<file path="src/rtl/edtd_pkg.sv">
// Shared types and constants for the EDID timing entry decoder.
package edtd_pkg;

   localparam int FIFO_DEPTH = 2;

   localparam logic CMD_STANDARD = 1'b0;
   localparam logic CMD_DETAILED = 1'b1;

   localparam logic [1:0] ST_VALID      = 2'd0;
   localparam logic [1:0] ST_NONE       = 2'd1;
   localparam logic [1:0] ST_ZERO_TOTAL = 2'd2;

   localparam logic [1:0] ASPECT_16_10 = 2'd0;
   localparam logic [1:0] ASPECT_4_3   = 2'd1;
   localparam logic [1:0] ASPECT_5_4   = 2'd2;
   localparam logic [1:0] ASPECT_16_9  = 2'd3;

   localparam int SIZE_W    = 12;
   localparam int TOTAL_W   = 13;
   localparam int CLK_W     = 16;
   localparam int REFRESH_W = 10;
   localparam int REM_W     = 30;
   localparam int PROD_W    = 2 * TOTAL_W;
   localparam int CMP_W     = PROD_W + REFRESH_W;

   localparam logic [REFRESH_W-1:0] REFRESH_MAX = '1;
   localparam int CLK_SCALE      = 10000;
   localparam int STD_WIDTH_BIAS = 31;
   localparam int STD_RATE_BIAS  = 60;
   localparam int RECIP_5        = 13108;   // ceil(2^16 / 5), exact for 12-bit values

   typedef struct packed {
      logic [1:0]           status;
      logic [SIZE_W-1:0]    width;
      logic [SIZE_W-1:0]    height;
      logic [REFRESH_W-1:0] refresh;
      logic                 do_div;
      logic [CLK_W-1:0]     clk;
      logic [TOTAL_W-1:0]   htot;
      logic [TOTAL_W-1:0]   vtot;
   } entry_type;

   typedef struct packed {
      logic [1:0]           status;
      logic [SIZE_W-1:0]    width;
      logic [SIZE_W-1:0]    height;
      logic [REFRESH_W-1:0] refresh;
      logic                 do_div;
      logic                 sat;
      logic [REM_W-1:0]     rem;
      logic [PROD_W-1:0]    tot;
      logic [REFRESH_W-1:0] quo;
   } stage_type;

endpackage

</file>
<file path="src/rtl/edtd_front.sv">
// Front end: accepts an entry and classifies and unpacks it for the back end.
module edtd_front (
   input  logic                 req_command,
   input  logic [7:0]           req_desc_b0,
   input  logic [7:0]           req_desc_b1,
   input  logic [7:0]           req_desc_b2,
   input  logic [7:0]           req_desc_b3,
   input  logic [7:0]           req_desc_b4,
   input  logic [7:0]           req_desc_b5,
   input  logic [7:0]           req_desc_b6,
   input  logic [7:0]           req_desc_b7,
   output edtd_pkg::entry_type  entry
);

   logic [edtd_pkg::SIZE_W-1:0]  std_w;
   logic [edtd_pkg::SIZE_W-1:0]  std_h;
   logic [edtd_pkg::SIZE_W-1:0]  w16;
   logic [edtd_pkg::SIZE_W-1:0]  w4;
   logic [edtd_pkg::SIZE_W-1:0]  w5;
   logic [27:0]                  w5_prod;
   logic [edtd_pkg::SIZE_W-1:0]  hact;
   logic [edtd_pkg::SIZE_W-1:0]  hblk;
   logic [edtd_pkg::SIZE_W-1:0]  vact;
   logic [edtd_pkg::SIZE_W-1:0]  vblk;
   logic [edtd_pkg::TOTAL_W-1:0] htot;
   logic [edtd_pkg::TOTAL_W-1:0] vtot;

   assign std_w = (edtd_pkg::SIZE_W'(req_desc_b0) +
                   edtd_pkg::SIZE_W'(edtd_pkg::STD_WIDTH_BIAS)) << 3;
   assign w16 = std_w >> 4;
   assign w4  = std_w >> 2;
   // divide by five through a reciprocal multiply
   assign w5_prod = 28'(std_w) * 28'(edtd_pkg::RECIP_5);
   assign w5      = w5_prod[16 +: edtd_pkg::SIZE_W];

   always_comb begin
      case (req_desc_b1[7:6])
         edtd_pkg::ASPECT_16_10: std_h = (w16 << 3) + (w16 << 1);
         edtd_pkg::ASPECT_4_3:   std_h = (w4 << 1) + w4;
         edtd_pkg::ASPECT_5_4:   std_h = w5 << 2;
         edtd_pkg::ASPECT_16_9:  std_h = (w16 << 3) + w16;
         default:                std_h = '0;
      endcase
   end

   assign hact = {req_desc_b4[7:4], req_desc_b2};
   assign hblk = {req_desc_b4[3:0], req_desc_b3};
   assign vact = {req_desc_b7[7:4], req_desc_b5};
   assign vblk = {req_desc_b7[3:0], req_desc_b6};
   assign htot = edtd_pkg::TOTAL_W'(hact) + edtd_pkg::TOTAL_W'(hblk);
   assign vtot = edtd_pkg::TOTAL_W'(vact) + edtd_pkg::TOTAL_W'(vblk);

   always_comb begin
      entry        = '0;
      entry.clk    = {req_desc_b1, req_desc_b0};
      entry.htot   = htot;
      entry.vtot   = vtot;
      if (req_command == edtd_pkg::CMD_STANDARD) begin
         if (req_desc_b0 == 8'd1 && req_desc_b1 == 8'd1) begin
            entry.status = edtd_pkg::ST_NONE;
         end else begin
            entry.status  = edtd_pkg::ST_VALID;
            entry.width   = std_w;
            entry.height  = std_h;
            entry.refresh = edtd_pkg::REFRESH_W'(req_desc_b1[5:0]) +
                            edtd_pkg::REFRESH_W'(edtd_pkg::STD_RATE_BIAS);
         end
      end else begin
         if (req_desc_b0 == 8'd0 && req_desc_b1 == 8'd0 &&
             req_desc_b2 == 8'd0 && req_desc_b4 == 8'd0) begin
            // monitor descriptor, not a timing
            entry.status = edtd_pkg::ST_NONE;
         end else if (htot == '0 || vtot == '0) begin
            entry.status = edtd_pkg::ST_ZERO_TOTAL;
            entry.width  = hact;
            entry.height = vact;
         end else begin
            entry.status = edtd_pkg::ST_VALID;
            entry.width  = hact;
            entry.height = vact;
            entry.do_div = 1'b1;
         end
      end
   end

endmodule

</file>
<file path="src/rtl/edtd_fifo.sv">
// Short item queue between the front end and the back end.
module edtd_fifo #(
   parameter int DEPTH = edtd_pkg::FIFO_DEPTH
) (
   input  logic                clock,
   input  logic                reset,
   input  logic                in_valid,
   output logic                in_ready,
   input  edtd_pkg::entry_type in_data,
   output logic                out_valid,
   input  logic                out_ready,
   output edtd_pkg::entry_type out_data
);

   localparam int PTR_W = (DEPTH > 1) ? $clog2(DEPTH) : 1;
   localparam int CNT_W = $clog2(DEPTH + 1);

   edtd_pkg::entry_type mem_ff [DEPTH];
   logic [PTR_W-1:0]    wr_ptr_ff, wr_ptr_in;
   logic [PTR_W-1:0]    rd_ptr_ff, rd_ptr_in;
   logic [CNT_W-1:0]    count_ff, count_in;
   logic                push;
   logic                pop;

   assign in_ready  = count_ff != CNT_W'(DEPTH);
   assign out_valid = count_ff != '0;
   assign out_data  = mem_ff[rd_ptr_ff];
   assign push      = in_valid && in_ready;
   assign pop       = out_valid && out_ready;

   always_comb begin
      wr_ptr_in = wr_ptr_ff;
      rd_ptr_in = rd_ptr_ff;
      count_in  = count_ff;
      if (push) begin
         wr_ptr_in = (wr_ptr_ff == PTR_W'(DEPTH - 1)) ? '0 : wr_ptr_ff + 1'b1;
      end
      if (pop) begin
         rd_ptr_in = (rd_ptr_ff == PTR_W'(DEPTH - 1)) ? '0 : rd_ptr_ff + 1'b1;
      end
      if (push && !pop) begin
         count_in = count_ff + 1'b1;
      end else if (pop && !push) begin
         count_in = count_ff - 1'b1;
      end
   end

   always_ff @(posedge clock) begin
      if (reset) begin
         wr_ptr_ff <= '0;
         rd_ptr_ff <= '0;
         count_ff  <= '0;
      end else begin
         wr_ptr_ff <= wr_ptr_in;
         rd_ptr_ff <= rd_ptr_in;
         count_ff  <= count_in;
      end
   end

   always_ff @(posedge clock) begin
      if (push) begin
         mem_ff[wr_ptr_ff] <= in_data;
      end
   end

endmodule

</file>
<file path="src/rtl/edtd_back.sv">
// Back end: multiplies, checks saturation and divides one quotient bit per stage.
module edtd_back (
   input  logic                             clock,
   input  logic                             reset,
   input  logic                             in_valid,
   output logic                             in_ready,
   input  edtd_pkg::entry_type              in_data,
   output logic                             rsp_valid,
   input  logic                             rsp_ready,
   output logic [1:0]                       rsp_status,
   output logic [edtd_pkg::SIZE_W-1:0]      rsp_width,
   output logic [edtd_pkg::SIZE_W-1:0]      rsp_height,
   output logic [edtd_pkg::REFRESH_W-1:0]   rsp_refresh
);

   localparam int DIV_BITS = edtd_pkg::REFRESH_W;
   localparam int NUM_ST   = DIV_BITS + 2;

   edtd_pkg::stage_type stage_ff [NUM_ST];
   edtd_pkg::stage_type stage_in [NUM_ST];
   logic [NUM_ST-1:0]   vld_ff;
   logic                out_vld_ff;
   logic [1:0]                     out_status_ff;
   logic [edtd_pkg::SIZE_W-1:0]    out_width_ff;
   logic [edtd_pkg::SIZE_W-1:0]    out_height_ff;
   logic [edtd_pkg::REFRESH_W-1:0] out_refresh_ff, out_refresh_in;
   logic                advance;
   logic [edtd_pkg::CMP_W-1:0] sat_rate;
   logic [edtd_pkg::CMP_W-1:0] sat_lim;

   // the whole pipe moves unless a finished item is stuck at the output
   assign advance  = !out_vld_ff || rsp_ready;
   assign in_ready = advance;

   always_comb begin
      stage_in[0]         = '0;
      stage_in[0].status  = in_data.status;
      stage_in[0].width   = in_data.width;
      stage_in[0].height  = in_data.height;
      stage_in[0].refresh = in_data.refresh;
      stage_in[0].do_div  = in_data.do_div;
      stage_in[0].rem     = edtd_pkg::REM_W'(in_data.clk) *
                            edtd_pkg::REM_W'(edtd_pkg::CLK_SCALE);
      stage_in[0].tot     = edtd_pkg::PROD_W'(in_data.htot) *
                            edtd_pkg::PROD_W'(in_data.vtot);
   end

   // refresh above the max iff rate >= total * 2^DIV_BITS
   assign sat_rate = edtd_pkg::CMP_W'(stage_ff[0].rem);
   assign sat_lim  = {stage_ff[0].tot, {DIV_BITS{1'b0}}};

   always_comb begin
      stage_in[1]     = stage_ff[0];
      stage_in[1].sat = sat_rate >= sat_lim;
   end

   for (genvar k = 0; k < DIV_BITS; k++) begin : g_div
      localparam int BIT = DIV_BITS - 1 - k;
      logic [edtd_pkg::CMP_W-1:0] rem_w;
      logic [edtd_pkg::CMP_W-1:0] dsh_w;
      logic [edtd_pkg::CMP_W-1:0] diff_w;

      assign rem_w  = edtd_pkg::CMP_W'(stage_ff[k+1].rem);
      assign dsh_w  = edtd_pkg::CMP_W'(stage_ff[k+1].tot) << BIT;
      assign diff_w = rem_w - dsh_w;

      always_comb begin
         stage_in[k+2] = stage_ff[k+1];
         if (rem_w >= dsh_w) begin
            stage_in[k+2].rem      = diff_w[edtd_pkg::REM_W-1:0];
            stage_in[k+2].quo[BIT] = 1'b1;
         end
      end
   end

   always_comb begin
      if (!stage_ff[NUM_ST-1].do_div) begin
         out_refresh_in = stage_ff[NUM_ST-1].refresh;
      end else if (stage_ff[NUM_ST-1].sat) begin
         out_refresh_in = edtd_pkg::REFRESH_MAX;
      end else begin
         out_refresh_in = stage_ff[NUM_ST-1].quo;
      end
   end

   always_ff @(posedge clock) begin
      if (reset) begin
         vld_ff     <= '0;
         out_vld_ff <= 1'b0;
      end else if (advance) begin
         vld_ff     <= {vld_ff[NUM_ST-2:0], in_valid};
         out_vld_ff <= vld_ff[NUM_ST-1];
      end
   end

   always_ff @(posedge clock) begin
      if (advance) begin
         for (int s = 0; s < NUM_ST; s++) begin
            stage_ff[s] <= stage_in[s];
         end
         out_status_ff  <= stage_ff[NUM_ST-1].status;
         out_width_ff   <= stage_ff[NUM_ST-1].width;
         out_height_ff  <= stage_ff[NUM_ST-1].height;
         out_refresh_ff <= out_refresh_in;
      end
   end

   assign rsp_valid   = out_vld_ff;
   assign rsp_status  = out_status_ff;
   assign rsp_width   = out_width_ff;
   assign rsp_height  = out_height_ff;
   assign rsp_refresh = out_refresh_ff;

endmodule

</file>
<file path="src/rtl/edid_timing_decoder_top.sv">
// Throughput: one item per cycle unless rsp_ready stalls the output; the back end is a
// 12-stage pipe (multiply, saturation check, ten restoring divide stages, one quotient
// bit each) plus an output register.
// The front end pushes into a small queue, so req_ready drops only when it is full.
// Reset (synchronous, active high) empties the queue and clears all pipe valid bits.
// Top level of the EDID timing entry decoder.
module edid_timing_decoder_top #(
   parameter int FIFO_DEPTH = edtd_pkg::FIFO_DEPTH
) (
   input  logic                           clock,
   input  logic                           reset,
   input  logic                           req_valid,
   output logic                           req_ready,
   input  logic                           req_command,
   input  logic [7:0]                     req_desc_b0,
   input  logic [7:0]                     req_desc_b1,
   input  logic [7:0]                     req_desc_b2,
   input  logic [7:0]                     req_desc_b3,
   input  logic [7:0]                     req_desc_b4,
   input  logic [7:0]                     req_desc_b5,
   input  logic [7:0]                     req_desc_b6,
   input  logic [7:0]                     req_desc_b7,
   output logic                           rsp_valid,
   input  logic                           rsp_ready,
   output logic [1:0]                     rsp_status,
   output logic [edtd_pkg::SIZE_W-1:0]    rsp_width,
   output logic [edtd_pkg::SIZE_W-1:0]    rsp_height,
   output logic [edtd_pkg::REFRESH_W-1:0] rsp_refresh
);

   edtd_pkg::entry_type front_entry;
   edtd_pkg::entry_type queue_entry;
   logic                queue_valid;
   logic                queue_ready;

   edtd_front u_front (
      .req_command (req_command),
      .req_desc_b0 (req_desc_b0),
      .req_desc_b1 (req_desc_b1),
      .req_desc_b2 (req_desc_b2),
      .req_desc_b3 (req_desc_b3),
      .req_desc_b4 (req_desc_b4),
      .req_desc_b5 (req_desc_b5),
      .req_desc_b6 (req_desc_b6),
      .req_desc_b7 (req_desc_b7),
      .entry       (front_entry)
   );

   edtd_fifo #(
      .DEPTH (FIFO_DEPTH)
   ) u_fifo (
      .clock     (clock),
      .reset     (reset),
      .in_valid  (req_valid),
      .in_ready  (req_ready),
      .in_data   (front_entry),
      .out_valid (queue_valid),
      .out_ready (queue_ready),
      .out_data  (queue_entry)
   );

   edtd_back u_back (
      .clock       (clock),
      .reset       (reset),
      .in_valid    (queue_valid),
      .in_ready    (queue_ready),
      .in_data     (queue_entry),
      .rsp_valid   (rsp_valid),
      .rsp_ready   (rsp_ready),
      .rsp_status  (rsp_status),
      .rsp_width   (rsp_width),
      .rsp_height  (rsp_height),
      .rsp_refresh (rsp_refresh)
   );

endmodule
</file>
<file path="config.mk">
export PLATFORM = sky130hd
export DESIGN_NAME = edid_timing_decoder_top
export DESIGN_NICKNAME = d
export VERILOG_FILES = /design/src/rtl/edtd_pkg.sv /design/src/rtl/edtd_front.sv /design/src/rtl/edtd_fifo.sv /design/src/rtl/edtd_back.sv /design/src/rtl/edid_timing_decoder_top.sv
export SDC_FILE = /design/constraint.sdc
export NUM_CORES = 2
export LEC_CHECK = 0
export BUFFER_PORTS_ARGS = -buffer_cell sky130_fd_sc_hd__buf_2
export CORE_UTILIZATION = 30
export CTS_CLUSTER_SIZE = 25
export DETAILED_ROUTE_END_ITERATION = 10
export GPL_ROUTABILITY_DRIVEN = 0
export PLACE_DENSITY_LB_ADDON = 0.12
export SETUP_SLACK_MARGIN = 0.4
export SLEW_MARGIN = 40
export SYNTH_ARGS = -nofsm -noshare
export SYNTH_HDL_FRONTEND = slang
export SYNTH_SLANG_ARGS = --single-unit
</file>
<file path="constraint.sdc">
create_clock -name clock -period 45.1 [get_ports clock]
set_clock_uncertainty 0.2 [all_clocks]
set_input_delay 6.765 -clock clock [delete_from_list [all_inputs] [get_ports clock]]
set_output_delay 6.765 -clock clock [all_outputs]
set_load 0.005 [all_outputs]
</file>
==> impl_results.md <==
* Outcome: completed
* Yosys warns at 0
* Total nets after synthesis at 5,805
* Crit end category: flop
* CP cell instances: buf_2, inv_1, ha_1, or3b_4, o21ai_0, xor2_1, inv_1, ha_1, inv_1, fa_1, fa_1, fa_1, inv_1, ha_1, a2111oi_0, nand2_1, o211ai_1, a21boi_0, or2_0, a2111oi_0, a41o_1, nor4_1, a2111o_1
* Worst-case headroom to the max-slew limit at 46.72%
* Final setup viols at 0
* Post-DR wirelength/cell at 17.74 um
* Initial antenna violation count at 7
* Register area share after synthesis at 57.22%
* Worst slew pin tran at 0.7888 ns
* Crit path kind: primary input to flop
* Flip-flop and latch count after synthesis at 1,258
* Register clock-pin slew on the reported worst setup and hold paths at 0.06 ns
* Post-CTS sizing at 0
* Final hold violations at 0
* Setup TNS at 0 ns
* Share of synthesized registers carrying an async set or reset at 0%
* Peak Freq at 76.42 MHz
* Post-synth EDFFs at 1,240
* IO Port Bufs at 106
* Synth Cell Area at 65,700 um^2
* Critical path's slowest cell: fa_1
* DRT iter0 DRCs at 2,160
* Die width at 470.0 um
* Clk sinks at 1,258
* Detailed-route vias per instance at 4.572
* Clock Path Buffers at 3
* CTS Hold Buffers Added at 0
* Post-layout net count at 6,026
* Slowest cell delay on critical path at 0.54 ns
* Distinct cells, synth at 95
* Synth Flop Type: edfxtp_1
* Largest net degree at the start of global routing at 149
* Final Cycle Share at 29.01%
* Clk root buf: clkbuf_16
* Syn avg cell area at 12.98 um^2
* Post-layout min period at 13.08 ns
* Setup Buffers After CTS at 0
* Dpl ws at 31.26 ns
* CTS buffer count at 147
* Site Rows at 171
* Total grt overflow at 0
* Crit path DAT at 13.36 ns
* First-pass GRT wire length at 227,400 um
* Final WS setup at 32.02 ns
* CP Launch Type: primary input
* Req. time, crit path at 45.37 ns
* Max Cap Violations at 0
* Synthesis-to-finish area growth at 14.18%
* DRC Markers at 0
* Die area at 220,900 um^2
* Share of cells above drive strength 1 at 10.57%
* CTS H-Tree Depth at 4
* Post-synthesis cell count at 5,060
* Antenna-violating nets left at 0
* CTS tree: built
* Die Y at 470.0 um
* Final Max Tran Viols at 0
* Via Count at 37,760
* First-pass DRT Iterations at 7
* Worst hold path type: flop to flop
* Overall Global Routing Usage at 13.18%
* Top cell by count, worst path: inv_1
* Worst Path Max Fanout at 11
* Detailed placement HPWL at 109,700 um
* WL final at 146,500 um
* Vias in the first global route at 38,520
* Initial core utilization at 30.22%
* RSZ-0062 raised after global routing: false
* Core ar. at 217,400 um^2
* Clock latency on the worst-skew pair at 0.78 ns
* I/O Pins at 107
[cells in the final DEF (no fill, tap or decap), types with 12 or more instances in the layout]
master and n:
edfxtp_1 1240, inv_1 641, ha_1 487, nand2_1 341, nor2_1 260, a21oi_1 259, o21ai_0 212, fa_1 189
mux2_2 165, xnor2_1 165, clkbuf_16 149, a21o_1 122, buf_2 107, xor2_1 96, o21a_1 66, nand3_1 65
nor3_1 56, nand2b_1 51, mux2i_1 45, nor2b_1 37, clkinv_1 34, o21bai_1 33, a31oi_1 30, nand4_1 29
and2_1 25, and3_1 25, clkinv_2 24, buf_4 23, a211oi_1 22, o31ai_1 20, o211ai_1 20, clkbuf_1 20
or3_1 19, o31a_1 19, nor4_1 18, bufinv_16 17, dfxtp_1 17, mux2_1 14, a211o_1 12, clkinv_16 12
[cells by family after synthesis]
logic type | Yosys count | share of synthesized area [%]
XOR/XNOR | 262 | 3.504
buffers and inverters | 714 | 4.152
adder cells (fa/ha/maj) | 676 | 15.03
multiplexers | 225 | 3.769
AO/OA/AOI/OAI | 940 | 9.322
flip-flops | 1258 | 57.22
AND/OR/NAND/NOR | 985 | 6.997
[per-stage QoR]
step	hold WS (ns)	std cells	cell area, um^2	util, %
floorplan	0.2003	5060	65700	-
global placement	0.2006	7980	69810	32.11
detailed placement	0.2045	7983	69900	32.16
CTS	0.1591	8253	74940	34.47
global route	0.1713	8258	75020	34.51
finish	0.1637	8259	75020	34.51
[worst paths after layout]
kind | endpoint | cells after the start | startpoint | slack, ns
setup / recovery | u_fifo.mem_ff[1][63] | 23 | req_desc_b0[0] | 32.02
hold / removal | u_back.stage_ff[4][74] | 0 | u_back.stage_ff[3][74] | 0.16
setup reg to reg | u_back.stage_ff[0][33] | 19 | flop | 37.64
hold reg to reg | u_back.stage_ff[4][74] | 0 | u_back.stage_ff[3][74] | 0.16
[state kept, by name (all words and copies together) (netlist names), 2 cells and up, named ones only]
| name | cells |
|---|---|
| u_back.rsp_height | 12 |
| u_back.rsp_refresh | 10 |
| u_back.rsp_status | 2 |
| u_back.rsp_width | 12 |
| u_back.stage_ff | 1052 |
| u_back.vld_ff | 12 |
| u_fifo.count_ff | 2 |
| u_fifo.mem_ff | 152 |
[critical path, delay by kind of cell]
| family | cells | cell delay [ns] |
|---|---|---|
| xor gates and xnor gates | 1 | 0.41 |
| adders and majority gates | 6 | 2.43 |
| and+or+nand+nor | 4 | 0.98 |
| buffers and inverters | 5 | 0.76 |
| AOI/OAI and AO/OA | 7 | 2.02 |
[cell type report]
type,instances,area [um^2]
fillers,21360,142400
flip-flops and latches,1258,37600
multi-input cells,3088,25450
clock buffers,168,3779
well taps,2854,3571
inverters,642,2417
clock inverters,102,1262
repair buffers,144,937.1
diodes,3,7.507
[Yosys cell counts, types with 53 or more instances]
cell	count	area, um^2
edfxtp_1	1240	37240
inv_1	642	2410
ha_1	487	6093
nand2_1	341	1280
nor2_1	261	979.7
a21oi_1	259	1296
o21ai_0	213	1066
fa_1	189	3784
mux2_2	165	1858
xnor2_1	165	1445
a21o_1	122	915.9
xor2_1	96	840.8
o21a_1	66	495.5
nand3_1	65	325.3
nor3_1	56	280.3
clkbuf_1	53	198.9
[routing by layer]
metal / part of all wire, % / global-route usage (%) / vias up
met2: 47 / 21.77 / 431
met5: 0 / 0 / -
met4: 2.2 / 3.579 / 0
met3: 3.2 / 2.159 / 192
met1: 47 / 17.79 / 18440
li1: - / - / 18700
Power is left out: the tool's default activity adds up to more than one toggle a clock period on the data nets, which glitch-free logic cannot reach.
